$ cat src/hw/rtl/assert_macros.svh
// Assertion macros of the knapsack block, included by its top RTL file.
`ifndef ASSERT_MACROS_SVH
`define ASSERT_MACROS_SVH

`ifndef ASSERT_OFF

// Condition holds at every clock edge outside reset.
`define ASSERT_ALWAYS(label, clk, rst, cond) \
  label: assert property (@(posedge clk) disable iff (rst) (cond)) \
    else $error("assertion failed: invariant violated");

// Consequent holds in the same cycle as the antecedent.
`define ASSERT_IMPLIES(label, clk, rst, ante, cons) \
  label: assert property (@(posedge clk) disable iff (rst) (ante) |-> (cons)) \
    else $error("assertion failed: implication violated");

// Consequent holds in the cycle after the antecedent.
`define ASSERT_NEXT(label, clk, rst, ante, cons) \
  label: assert property (@(posedge clk) disable iff (rst) (ante) |=> (cons)) \
    else $error("assertion failed: next-cycle implication violated");

`else

`define ASSERT_ALWAYS(label, clk, rst, cond)
`define ASSERT_IMPLIES(label, clk, rst, ante, cons)
`define ASSERT_NEXT(label, clk, rst, ante, cons)

`endif

`endif

$ cat src/hw/rtl/kmps_ram.sv
// Generic single-write, single-read RAM with registered read data.
module kmps_ram #(
  parameter int WIDTH = 8,
  parameter int DEPTH = 16,
  localparam int AW = (DEPTH > 1) ? $clog2(DEPTH) : 1
) (
  input  logic             clk,
  input  logic             we,
  input  logic [AW-1:0]    waddr,
  input  logic [WIDTH-1:0] wdata,
  input  logic [AW-1:0]    raddr,
  output logic [WIDTH-1:0] rdata
);

  logic [WIDTH-1:0] mem [DEPTH];

  // write, then register the read word
  always_ff @(posedge clk) begin
    if (we) begin
      mem[waddr] <= wdata;
    end
    rdata <= mem[raddr];
  end

endmodule

$ cat config.mk
export PLATFORM = sky130hd
export DESIGN_NAME = kmps_ram
export DESIGN_NICKNAME = d
export VERILOG_FILES = /design/src/hw/rtl/assert_macros.svh /design/src/hw/rtl/kmps_ram.sv
export SDC_FILE = /design/constraint.sdc
export NUM_CORES = 1
export LEC_CHECK = 0
export ABC_AREA = 1
export CAP_MARGIN = 20
export CORE_ASPECT_RATIO = 1.2
export CORE_MARGIN = 2
export CORE_UTILIZATION = 50
export CTS_BUF_LIST = sky130_fd_sc_hd__clkbuf_4 sky130_fd_sc_hd__clkbuf_8 sky130_fd_sc_hd__clkbuf_16
export DETAILED_ROUTE_END_ITERATION = 12
export DONT_BUFFER_PORTS = 1
export MAX_ROUTING_LAYER = met4
export RECOVER_POWER = 50
export SLEW_MARGIN = 5
export SYNTH_ARGS = -nofsm -noshare
export SYNTH_HDL_FRONTEND = slang
export SYNTH_SLANG_ARGS = --single-unit
$ cat constraint.sdc
create_clock -name clk -period 1.5 [get_ports clk]
set_input_delay 0.15 -clock clk [delete_from_list [all_inputs] [get_ports clk]]
set_output_delay 0.15 -clock clk [all_outputs]
set_load 0.05 [all_outputs]
==> results of run 1 <==
[through the flow]
stage                     utilization  hold WS, ps
final                           0.592         27.8
after global routing            0.592         27.1
after CTS                       0.597         2.31
after detailed placement        0.536          250
after global placement          0.536          250
after floorplan                     -          249
[worst reg2reg max path: cells and delay by family (launching register included)]
family	cells	cell delay, ps
buffers and inverters	1	190
DFF	1	360
and+or+nand+nor	6	410
[report_power, final]
group	leakage [nW]	internal, W	total, W	switching, W
registers	1.22	0.00425	0.00437	0.000113
clock network	0.284	0.00237	0.00379	0.00141
logic	1.31	0.000141	0.000437	0.000296
[final cells by class]
cell class	count	area (um^2)
Timing Repair Buffer	33	244
Antenna cell	1	2.50
Clock buffer	28	527
Tap cell	154	193
Sequential cell	136	4000
Multi-Input combinational cell	289	1220
Clock inverter	4	20.0
Inverter	102	383
Fill cell	972	4540
[placed cells by master, fill, tap and decap left out]
cell type       Yosys  final
nand2_1           173    173
edfxtp_1          128    128
inv_1             100    100
nand3_1            97     95
nor2_1             17     17
clkbuf_16           0     17
clkbuf_1            0     17
dlygate4sd3_1       0     10
clkbuf_4            0      8
dfxtp_1             8      8
clkinv_2            0      4
clkbuf_8            0      3
inv_2               2      2
nand3_2             0      2
nand3b_1            2      2
dlymetal6s4s_1      0      2
buf_4               4      2
buf_12              0      2
diode_2             0      1
[timing repair]
action | 4_1_cts | 5_1_grt
endpoints found under the setup margin | 0 | 2
hold buffers | 13 | 0
gates resized for setup | 0 | 4
endpoints found under the hold margin | 136 | 0
[sequential cells by signal, summed over array words and instances (netlist names)]
signal,flops
mem,128
rdata,8
[cells in the mapped netlist, drive strengths merged]
master	count
nand2	173
edfxtp	128
inv	102
nand3	97
buf	24
nor2	17
dfxtp	8
nand3b	2
[kinds of logic after synthesis]
family,count (synthesis),synth area share
DFF,136,0.694
and+or+nand+nor,289,0.210
buffers and inverters,126,0.0952
[per-layer routing]
layer | track usage | part of all wire | vias to the layer above
met5 | - | 0 | -
met4 | 0.0958 | 0.025 | 0
met1 | 0.297 | 0.43 | 1800
met3 | 0.0648 | 0.059 | 24
li1 | - | - | 1830
met2 | 0.362 | 0.48 | 116
[worst max-delay path by stage]
stage                        start                   end  slack [ps]
2_1_floorplan             waddr[2]  mem[10][0]$_DFFE_PP_         400
3_3_place_gp              raddr[1]      rdata[4]$_DFF_P_         410
3_5_place_dp              raddr[1]      rdata[3]$_DFF_P_         350
4_1_cts        mem[9][6]$_DFFE_PP_      rdata[6]$_DFF_P_          50
5_1_grt           rdata[1]$_DFF_P_              rdata[1]         260
6_report          rdata[1]$_DFF_P_              rdata[1]         310
==> impl_metrics.csv, run 1 <==
group,metric,value,unit
setup_path,crit_required,1350,ps
timing,timing.slew.headroom,0.485,
die,core-area,11100,um^2
yosys,syn_area,5770,um^2
timing,max_freq,837,MHz
drt,drt_pre_antenna_iters,5,
timing,grt_setup_unrepaired,"false",
setup_path,end_kind,"output port",
global_route,grt_pass1_wl,20300,um
drt,drt_iter0_markers,246,
run_status,outcome,"finished clean",
die,die_h,122,um
timing,tightest_slew,771,ps
setup_path,worstRegToRegCells,7,
hold_path,holdPathEnd,"rdata[0]$_DFF_P_",
setup_path,arrival,1040,ps
clock_tree,htreeDepth,4,
drt,drc,0,
clock_tree,cts_buffer_depth,2,
power_and_ir_drop,power.density,1300,nW/um^2
timing,skew,5.01,ps
clock_tree,root_buffer,"clkbuf_16",
setup_path,crit-reg2reg-launch,"mem[11][6]$_DFFE_PP_",
global_route,antenna_found_initial,1,
yosys,syn_inst,551,
timing,setup_violations,0,
finish,area_growth,14.4,%
drt,wire_per_inst,17.3,um
yosys,yosys_warnings,0,
place,post_dp_cell_area,5980,um^2
yosys,synth_top_area_frac,0.667,
die,io_pins,26,
yosys,synth_nets,569,
drt,drt-total-wl,12900,um
setup_path,rrSetupSlack,430,ps
timing,layout_min_cycle_time,1190,ps
die,rows,42,
clock_tree,clk_pin_slew,60,ps
yosys,synth-seq-cells,136,
global_route,grt_max_degree,66,
die,die_area,12400,um^2
yosys,avgSynthCellArea,10.5,um^2
power_and_ir_drop,irDropWorstVdd,642,uV
drt,drtAntennaViolNets,0,
global_route,grt_usage,0.236,
die,start_util,0.518,
global_route,grt_pass1_vias,3800,
hold_path,hold_start,"raddr[2]",
setup_path,worstSetupPathType,"flop to output port",
drt,num_vias,3770,
clock_tree,tritoncts,"done",
finish,drive_above_1_share,0.0676,
clock_tree,cts_setup_buffers,0,
place,place_ws,353,ps
global_route,overflow,0,
place,portBuffers,0,
finish,fin_area,6600,um^2
yosys,synth_cell_types,12,
timing,slew_violations,0,
yosys,yosysSeqAreaShare,0.694,
timing,timing.setup.tns,0,ps
hold_path,worst_hold_path_type,"input pin to flop",
place,dp_hpwl,7750,um
flow_run,maxCapViolations,0,
timing,period_share,0.796,
place,placed_cells,702,
setup_path,crit_fanout,1,
power_and_ir_drop,power,0.00859,W
clock_tree,cts.sinks,136,
place,gp_congestion,0.818,
finish,finalNonFillerCells,747,
drt,via_per_inst,5.05,
setup_path,cp_num_cells,0,
hold_path,holdPathStages,3,
setup_path,critical_path.startpoint_type,"flop",
power_and_ir_drop,leakage,2.82,nW
yosys,yosys.area.top_type,"edfxtp_1",
timing,hold_viol,0,
setup_path,r2r-end,"rdata[6]$_DFF_P_",
yosys,synth.top_cells.by_area,"edfxtp_1 (67%), nand2_1 (11%), nand3_1 (8.4%)",
finish,nets,597,
die,die_width,102,um
clock_tree,insertion_delay,410,ps
clock_tree,cts-buffers-inserted,17,
timing,finalWorstSetupSlack,306,ps
Power figures use the tool's default switching activity.
==> run 2: changes to the inputs <==
- clock period: 1.5 -> 1.1 ns (I/O delays scaled with it)
==> run 2 against run 1 <==
Effect of this change: cell area increased by 0.97%; clock power grew 46%; sequential cell count did not move; power increased by 41%; critical path type is now input pin to flop.
==> impl_metrics.csv, run 2 (synthesis results as in run 1) <==
group,metric,value,unit
finish,layout_commonest_cell,"nand2_1",
timing,hold_viol,0,
setup_path,critical_path.startpoint_type,"input pin",
timing,max_freq,940,MHz
finish,reg_top3,"mem (128), rdata (8)",
global_route,overflow,0,
die,die_h,122,um
place,place_ws,81.2,ps
finish,antennaDiodeCount,0,
flow_run,maxCapViolations,0,
global_route,grt_max_degree,66,
timing,finalWorstSetupSlack,36.4,ps
setup_path,worstSetupPathType,"input pin to flop",
setup_path,arrival,1160,ps
drt,drt-total-wl,13400,um
place,placed_cells,705,
power_and_ir_drop,irDropWorstVdd,1170,uV
finish,final_cell_mix,"nand2_1 (173), edfxtp_1 (128), inv_1 (100)",
die,io_pins,26,
finish,drive_above_1_share,0.0758,
setup_path,end_kind,"flop",
setup_path,path_delay_family,"buffers and inverters",
drt,wire_per_inst,17.9,um
place,post_dp_cell_area,6010,um^2
global_route,grt_pass1_wl,20900,um
clock_tree,cts.sinks,136,
finish,largest_reg_flops,128,
drt,via_per_inst,5.07,
setup_path,crit_chain,"dlygate4sd3_1",
timing,timing.setup.tns,0,ps
clock_tree,htreeDepth,4,
die,die_area,12400,um^2
finish,finalNonFillerCells,748,
timing,period_share,0.967,
place,gp_congestion,0.811,
timing,grt_setup_unrepaired,"false",
clock_tree,tritoncts,"done",
clock_tree,cts-buffers-inserted,17,
clock_tree,insertion_delay,420,ps
timing,slew_violations,0,
timing,layout_min_cycle_time,1060,ps
hold_path,worst_hold_path_type,"input pin to flop",
clock_tree,root_buffer,"clkbuf_16",
setup_path,worst-path-buf-inv,1,
global_route,grt_pass1_vias,3714,
clock_tree,cts_buffer_depth,2,
global_route,grt_usage,0.244,
finish,fin_area,6660,um^2
setup_path,slowest_delay,1050,ps
drt,drc,0,
power_and_ir_drop,power.density,1820,nW/um^2
timing,tightest_slew,791,ps
drt,drt_pre_antenna_iters,7,
setup_path,crit_required,1200,ps
run_status,outcome,"finished clean",
global_route,antenna_found_initial,0,
place,portBuffers,0,
drt,num_vias,3789,
setup_path,crit_fanout,16,
place,dp_hpwl,8080,um
finish,max_flop_register,"mem",
timing,timing.slew.headroom,0.471,
die,rows,42,
finish,fill_cells,959,
die,die_width,102,um
clock_tree,clk_pin_slew,50,ps
finish,area_growth,15.5,%
setup_path,worst_path_max_delay_cell,"dlygate4sd3_1",
drt,drtAntennaViolNets,0,
power_and_ir_drop,leakage,2.84,nW
die,core-area,11100,um^2
finish,nets,600,
timing,skew,7.82,ps
timing,setup_violations,0,
drt,drt_iter0_markers,262,
die,start_util,0.518,
-- run 2: changes by cell type in the layout (fill, tap and decap cells not counted), sizes merged --
cell / delta
clkbuf: -8
clkinv: +4
bufinv: +3
buf: +2
clkinvlp: +1
diode: -1
-- run 2: power breakdown --
part	internal, W	switching (W)
logic	0.000204	0.000432
registers	0.00581	0.000146
clock network	0.00355	0.00197
-- run 2: path summary, 6_finish.rpt --
| kind | start | to | slack, ps | depth (start not counted) |
|---|---|---|---|---|
| worst max-delay path | wdata[2] | mem[0][2]$_DFFE_PP_ | 40 | 1 |
| worst min-delay path | raddr[1] | rdata[5]$_DFF_P_ | 3 | 4 |
| worst min register to register | mem[12][2]$_DFFE_PP_ | rdata[2]$_DFF_P_ | 670 | 6 |
| worst max register to register | mem[9][4]$_DFFE_PP_ | rdata[4]$_DFF_P_ | 60 | 6 |
-- run 2: through the flow --
step | utilization | hold WS [ps] | total power, W
6_report | 0.598 | 3.05 | 0.0121
5_1_grt | 0.598 | 24.6 | 0.0125
4_1_cts | 0.603 | 5.73 | 0.0122
3_5_place_dp | 0.540 | 210 | 0.00655
3_3_place_gp | 0.540 | 210 | 0.00655
2_1_floorplan | - | 209 | 0.00646
-- run 2: cell type report --
type	count	area, um^2	area share
Clock inverter	12	134	0.0201
Timing Repair Buffer	36	279	0.0419
Clock buffer	19	440	0.0661
Tap cell	154	193	0.0289
Inverter	102	383	0.0575
Sequential cell	136	4010	0.602
Multi-Input combinational cell	289	1220	0.183
-- run 2: what timing repair did --
item,in CTS,in global routing
resized for setup,7,3
gates cloned,0,0
buffers inserted,0,0
hold buffers,12,0
setup endpoints to repair,7,5
hold endpoints to repair,136,0
-- run 2: per-layer routing --
layer,part of all wire,GRT usage,vias up
li1,-,-,1832
met1,0.41,0.312,1760
met2,0.48,0.372,169
met3,0.082,0.0602,28
met4,0.027,0.106,0
met5,0,-,-
==> run 3: changes to the inputs <==
==> constraint.sdc (replaced) <==
create_clock -name clk -period 1.1 [get_ports clk]
set_input_delay 0.22 -clock clk [delete_from_list [all_inputs] [get_ports clk]]
set_output_delay 0.22 -clock clk [all_outputs]
set_load 0.05 [all_outputs]
==> run 3 against run 2 <==
Effect of this change: the flow now finishes with violations (hold timing, setup timing); combinational power increased by 19%; non-clock buffer count decreased by 1; die area unchanged; critical path depth unchanged; utilization increased by 0.85 points; fmax decreased by 5.0%; clock-buffer cell count decreased by 2; sequential share of layout area decreased by 0.83 points; final cell count unchanged; sequential power decreased by 2%; largest power group unchanged.
==> impl_metrics.csv, run 3 (synthesis results as in run 1) <==
group,metric,value,unit
finish,nets,599,
power_and_ir_drop,p_int,0.00960,W
place,gp_congestion,0.813,
place,post_dp_cell_area,6080,um^2
global_route,grt_pass1_vias,3750,
power_and_ir_drop,clkPwrFrac,0.455,
setup_path,crit_required,880,ps
finish,reg_top3,"mem (128), rdata (8)",
die,core-area,11100,um^2
die,io_pins,26,
finish,utilization,0.606,
drt,drtAntennaViolNets,0,
die,die_h,122,um
global_route,grt_pass1_wl,20100,um
clock_tree,cts-buffers-inserted,17,
place,dp_hpwl,7860,um
setup_path,cp-startpoint,"rdata[2]$_DFF_P_",
die,die_area,12400,um^2
setup_path,worstSetupPathType,"flop to output port",
clock_tree,ctsHoldBuffers,5,
setup_path,crit_fanout,1,
power_and_ir_drop,power_frac_seq,0.483,
clock_tree,clk_pin_slew,60,ps
setup_path,r2r-end,"rdata[5]$_DFF_P_",
power_and_ir_drop,irDropWorstVdd,1260,uV
setup_path,rrSetupSlack,90,ps
setup_path,slowest_delay,350,ps
global_route,grt_usage,0.231,
run_status,violations,"hold timing, setup timing",
finish,fin_area,6760,um^2
clock_tree,tritoncts,"done",
finish,largest_reg_flops,128,
hold_path,worst_hold_path_type,"input pin to flop",
clock_tree,cts_buffer_depth,2,
setup_path,worstRegToRegCells,6,
timing,setup_violations,4,
timing,timing.setup.tns,-31.4,ps
run_status,outcome,"finished with violations",
drt,drt-total-wl,12500,um
power_and_ir_drop,swShare,0.209,
setup_path,cp_num_cells,1,
drt,drt_pre_antenna_iters,5,
setup_path,worst-path-buf-inv,1,
finish,final_cell_mix,"nand2_1 (173), edfxtp_1 (128), inv_1 (100)",
place,placed_cells,711,
timing,grt_setup_unrepaired,"true",
setup_path,setup.worst_path.end,"rdata[2]",
global_route,grt_max_degree,66,
timing,timing.hold.ws,-92.5,ps
setup_path,crit_chain,"buf_8",
drt,num_vias,3706,
finish,max_flop_register,"mem",
global_route,antenna_found_initial,0,
timing,period_share,1.02,
timing,skew,7.62,ps
clock_tree,cts.sinks,136,
clock_tree,root_buffer,"clkbuf_16",
finish,fill_cells,929,
power_and_ir_drop,combPwrFrac,0.062,
power_and_ir_drop,leakage,2.89,nW
finish,drive_above_1_share,0.108,
timing,max_freq,893,MHz
finish,layout_commonest_cell,"nand2_1",
setup_path,end_kind,"output port",
setup_path,path_delay_family,"flip-flops",
drt,wire_per_inst,16.8,um
die,rows,42,
drt,drc,0,
finish,antennaDiodeCount,0,
finish,seq_area,4010,um^2
timing,hold_viol,64,
place,portBuffers,0,
power_and_ir_drop,power.density,1790,nW/um^2
setup_path,crit-reg2reg-launch,"mem[11][5]$_DFFE_PP_",
finish,finalNonFillerCells,748,
timing,tightest_slew,741,ps
setup_path,worst_path_max_delay_cell,"dfxtp_2",
die,die_width,102,um
finish,area_growth,17.1,%
timing,timing.slew.headroom,0.506,
timing,layout_min_cycle_time,1120,ps
clock_tree,insertion_delay,400,ps
global_route,overflow,0,
timing,finalWorstSetupSlack,-19.5,ps
clock_tree,cts_setup_buffers,0,
finish,multi_input_area,1230,um^2
timing,slew_violations,0,
drt,drt_iter0_markers,236,
clock_tree,htreeDepth,4,
setup_path,arrival,900,ps
power_and_ir_drop,power_switching,0.00253,W
drt,via_per_inst,4.95,
die,start_util,0.518,
setup_path,critical_path.startpoint_type,"flop",
flow_run,maxCapViolations,0,
[run 3: cell count changes in the layout (fill, tap and decap cells not counted), moves of 2 or more]
cell	delta
buf_6	+2
clkinvlp_4	+3
clkbuf_1	-7
buf_8	+6
dlygate4sd3_1	-9
clkbuf_4	-3
buf_4	+5
nor2_2	+5
nor2_1	-5
clkinv_2	-2
dlymetal6s4s_1	+2
[run 3: final cells by class]
type	instances	area share
well taps	154	0.0285
inverters	102	0.0567
flip-flops and latches	136	0.594
clock buffers	17	0.0630
multi-input cells	289	0.182
repair buffers	35	0.0519
clock inverters	15	0.0235
[run 3: repair_timing]
| action | CTS | global route |
|---|---|---|
| endpoints found under the hold margin | 135 | 64 |
| gates resized for setup | 21 | 6 |
| cloned | 0 | 0 |
| endpoints found under the setup margin | 8 | 73 |
[run 3: stage by stage]
stage / power [W] / worst slack, ps
after floorplan: 0.00646 / -70.8
after global placement: 0.00659 / -19.9
after detailed placement: 0.00660 / -39.7
after CTS: 0.0122 / -40.3
after global routing: 0.0125 / -54.6
final: 0.0121 / -19.5
[run 3: worst min path at each step]
stage | to | cells after the start | from | slack [ps]
floorplan | mem[0][0]$_DFFE_PP_ | 0 | wdata[0] | 320
global placement | mem[0][7]$_DFFE_PP_ | 0 | wdata[7] | 320
detailed placement | mem[4][6]$_DFFE_PP_ | 0 | wdata[6] | 320
CTS | mem[6][2]$_DFFE_PP_ | 0 | wdata[2] | -100
global route | mem[5][2]$_DFFE_PP_ | 0 | wdata[2] | -110
finish | mem[5][2]$_DFFE_PP_ | 0 | wdata[2] | -90
[run 3: worst register-to-register path, stage by stage (launching register included)]
cell	delay (ps)
edfxtp_1	380
inv_1	60
nand2_1	40
nand3_1	90
nand3_1	110
nand3_1	140
nand2_1	80
[run 3: power groups by stage]
| stage | logic (W) | clock network, W | registers, W |
|---|---|---|---|
| after global placement | 0.000654 | 0 | 0.00594 |
| after floorplan | 0.000412 | 0 | 0.00605 |
| final | 0.000754 | 0.00552 | 0.00585 |
| after global routing | 0.000830 | 0.00583 | 0.00586 |
| after CTS | 0.000758 | 0.00560 | 0.00585 |
| after detailed placement | 0.000656 | 0 | 0.00594 |
[run 3: layer usage]
| metal | GRT usage | wire [um] | vias up |
|---|---|---|---|
| li1 | - | - | 1833 |
| met1 | 0.287 | 5150 | 1739 |
| met2 | 0.376 | 6560 | 123 |
| met3 | 0.0557 | 696 | 11 |
| met4 | 0.0733 | 137 | 0 |
| met5 | - | 0 | - |
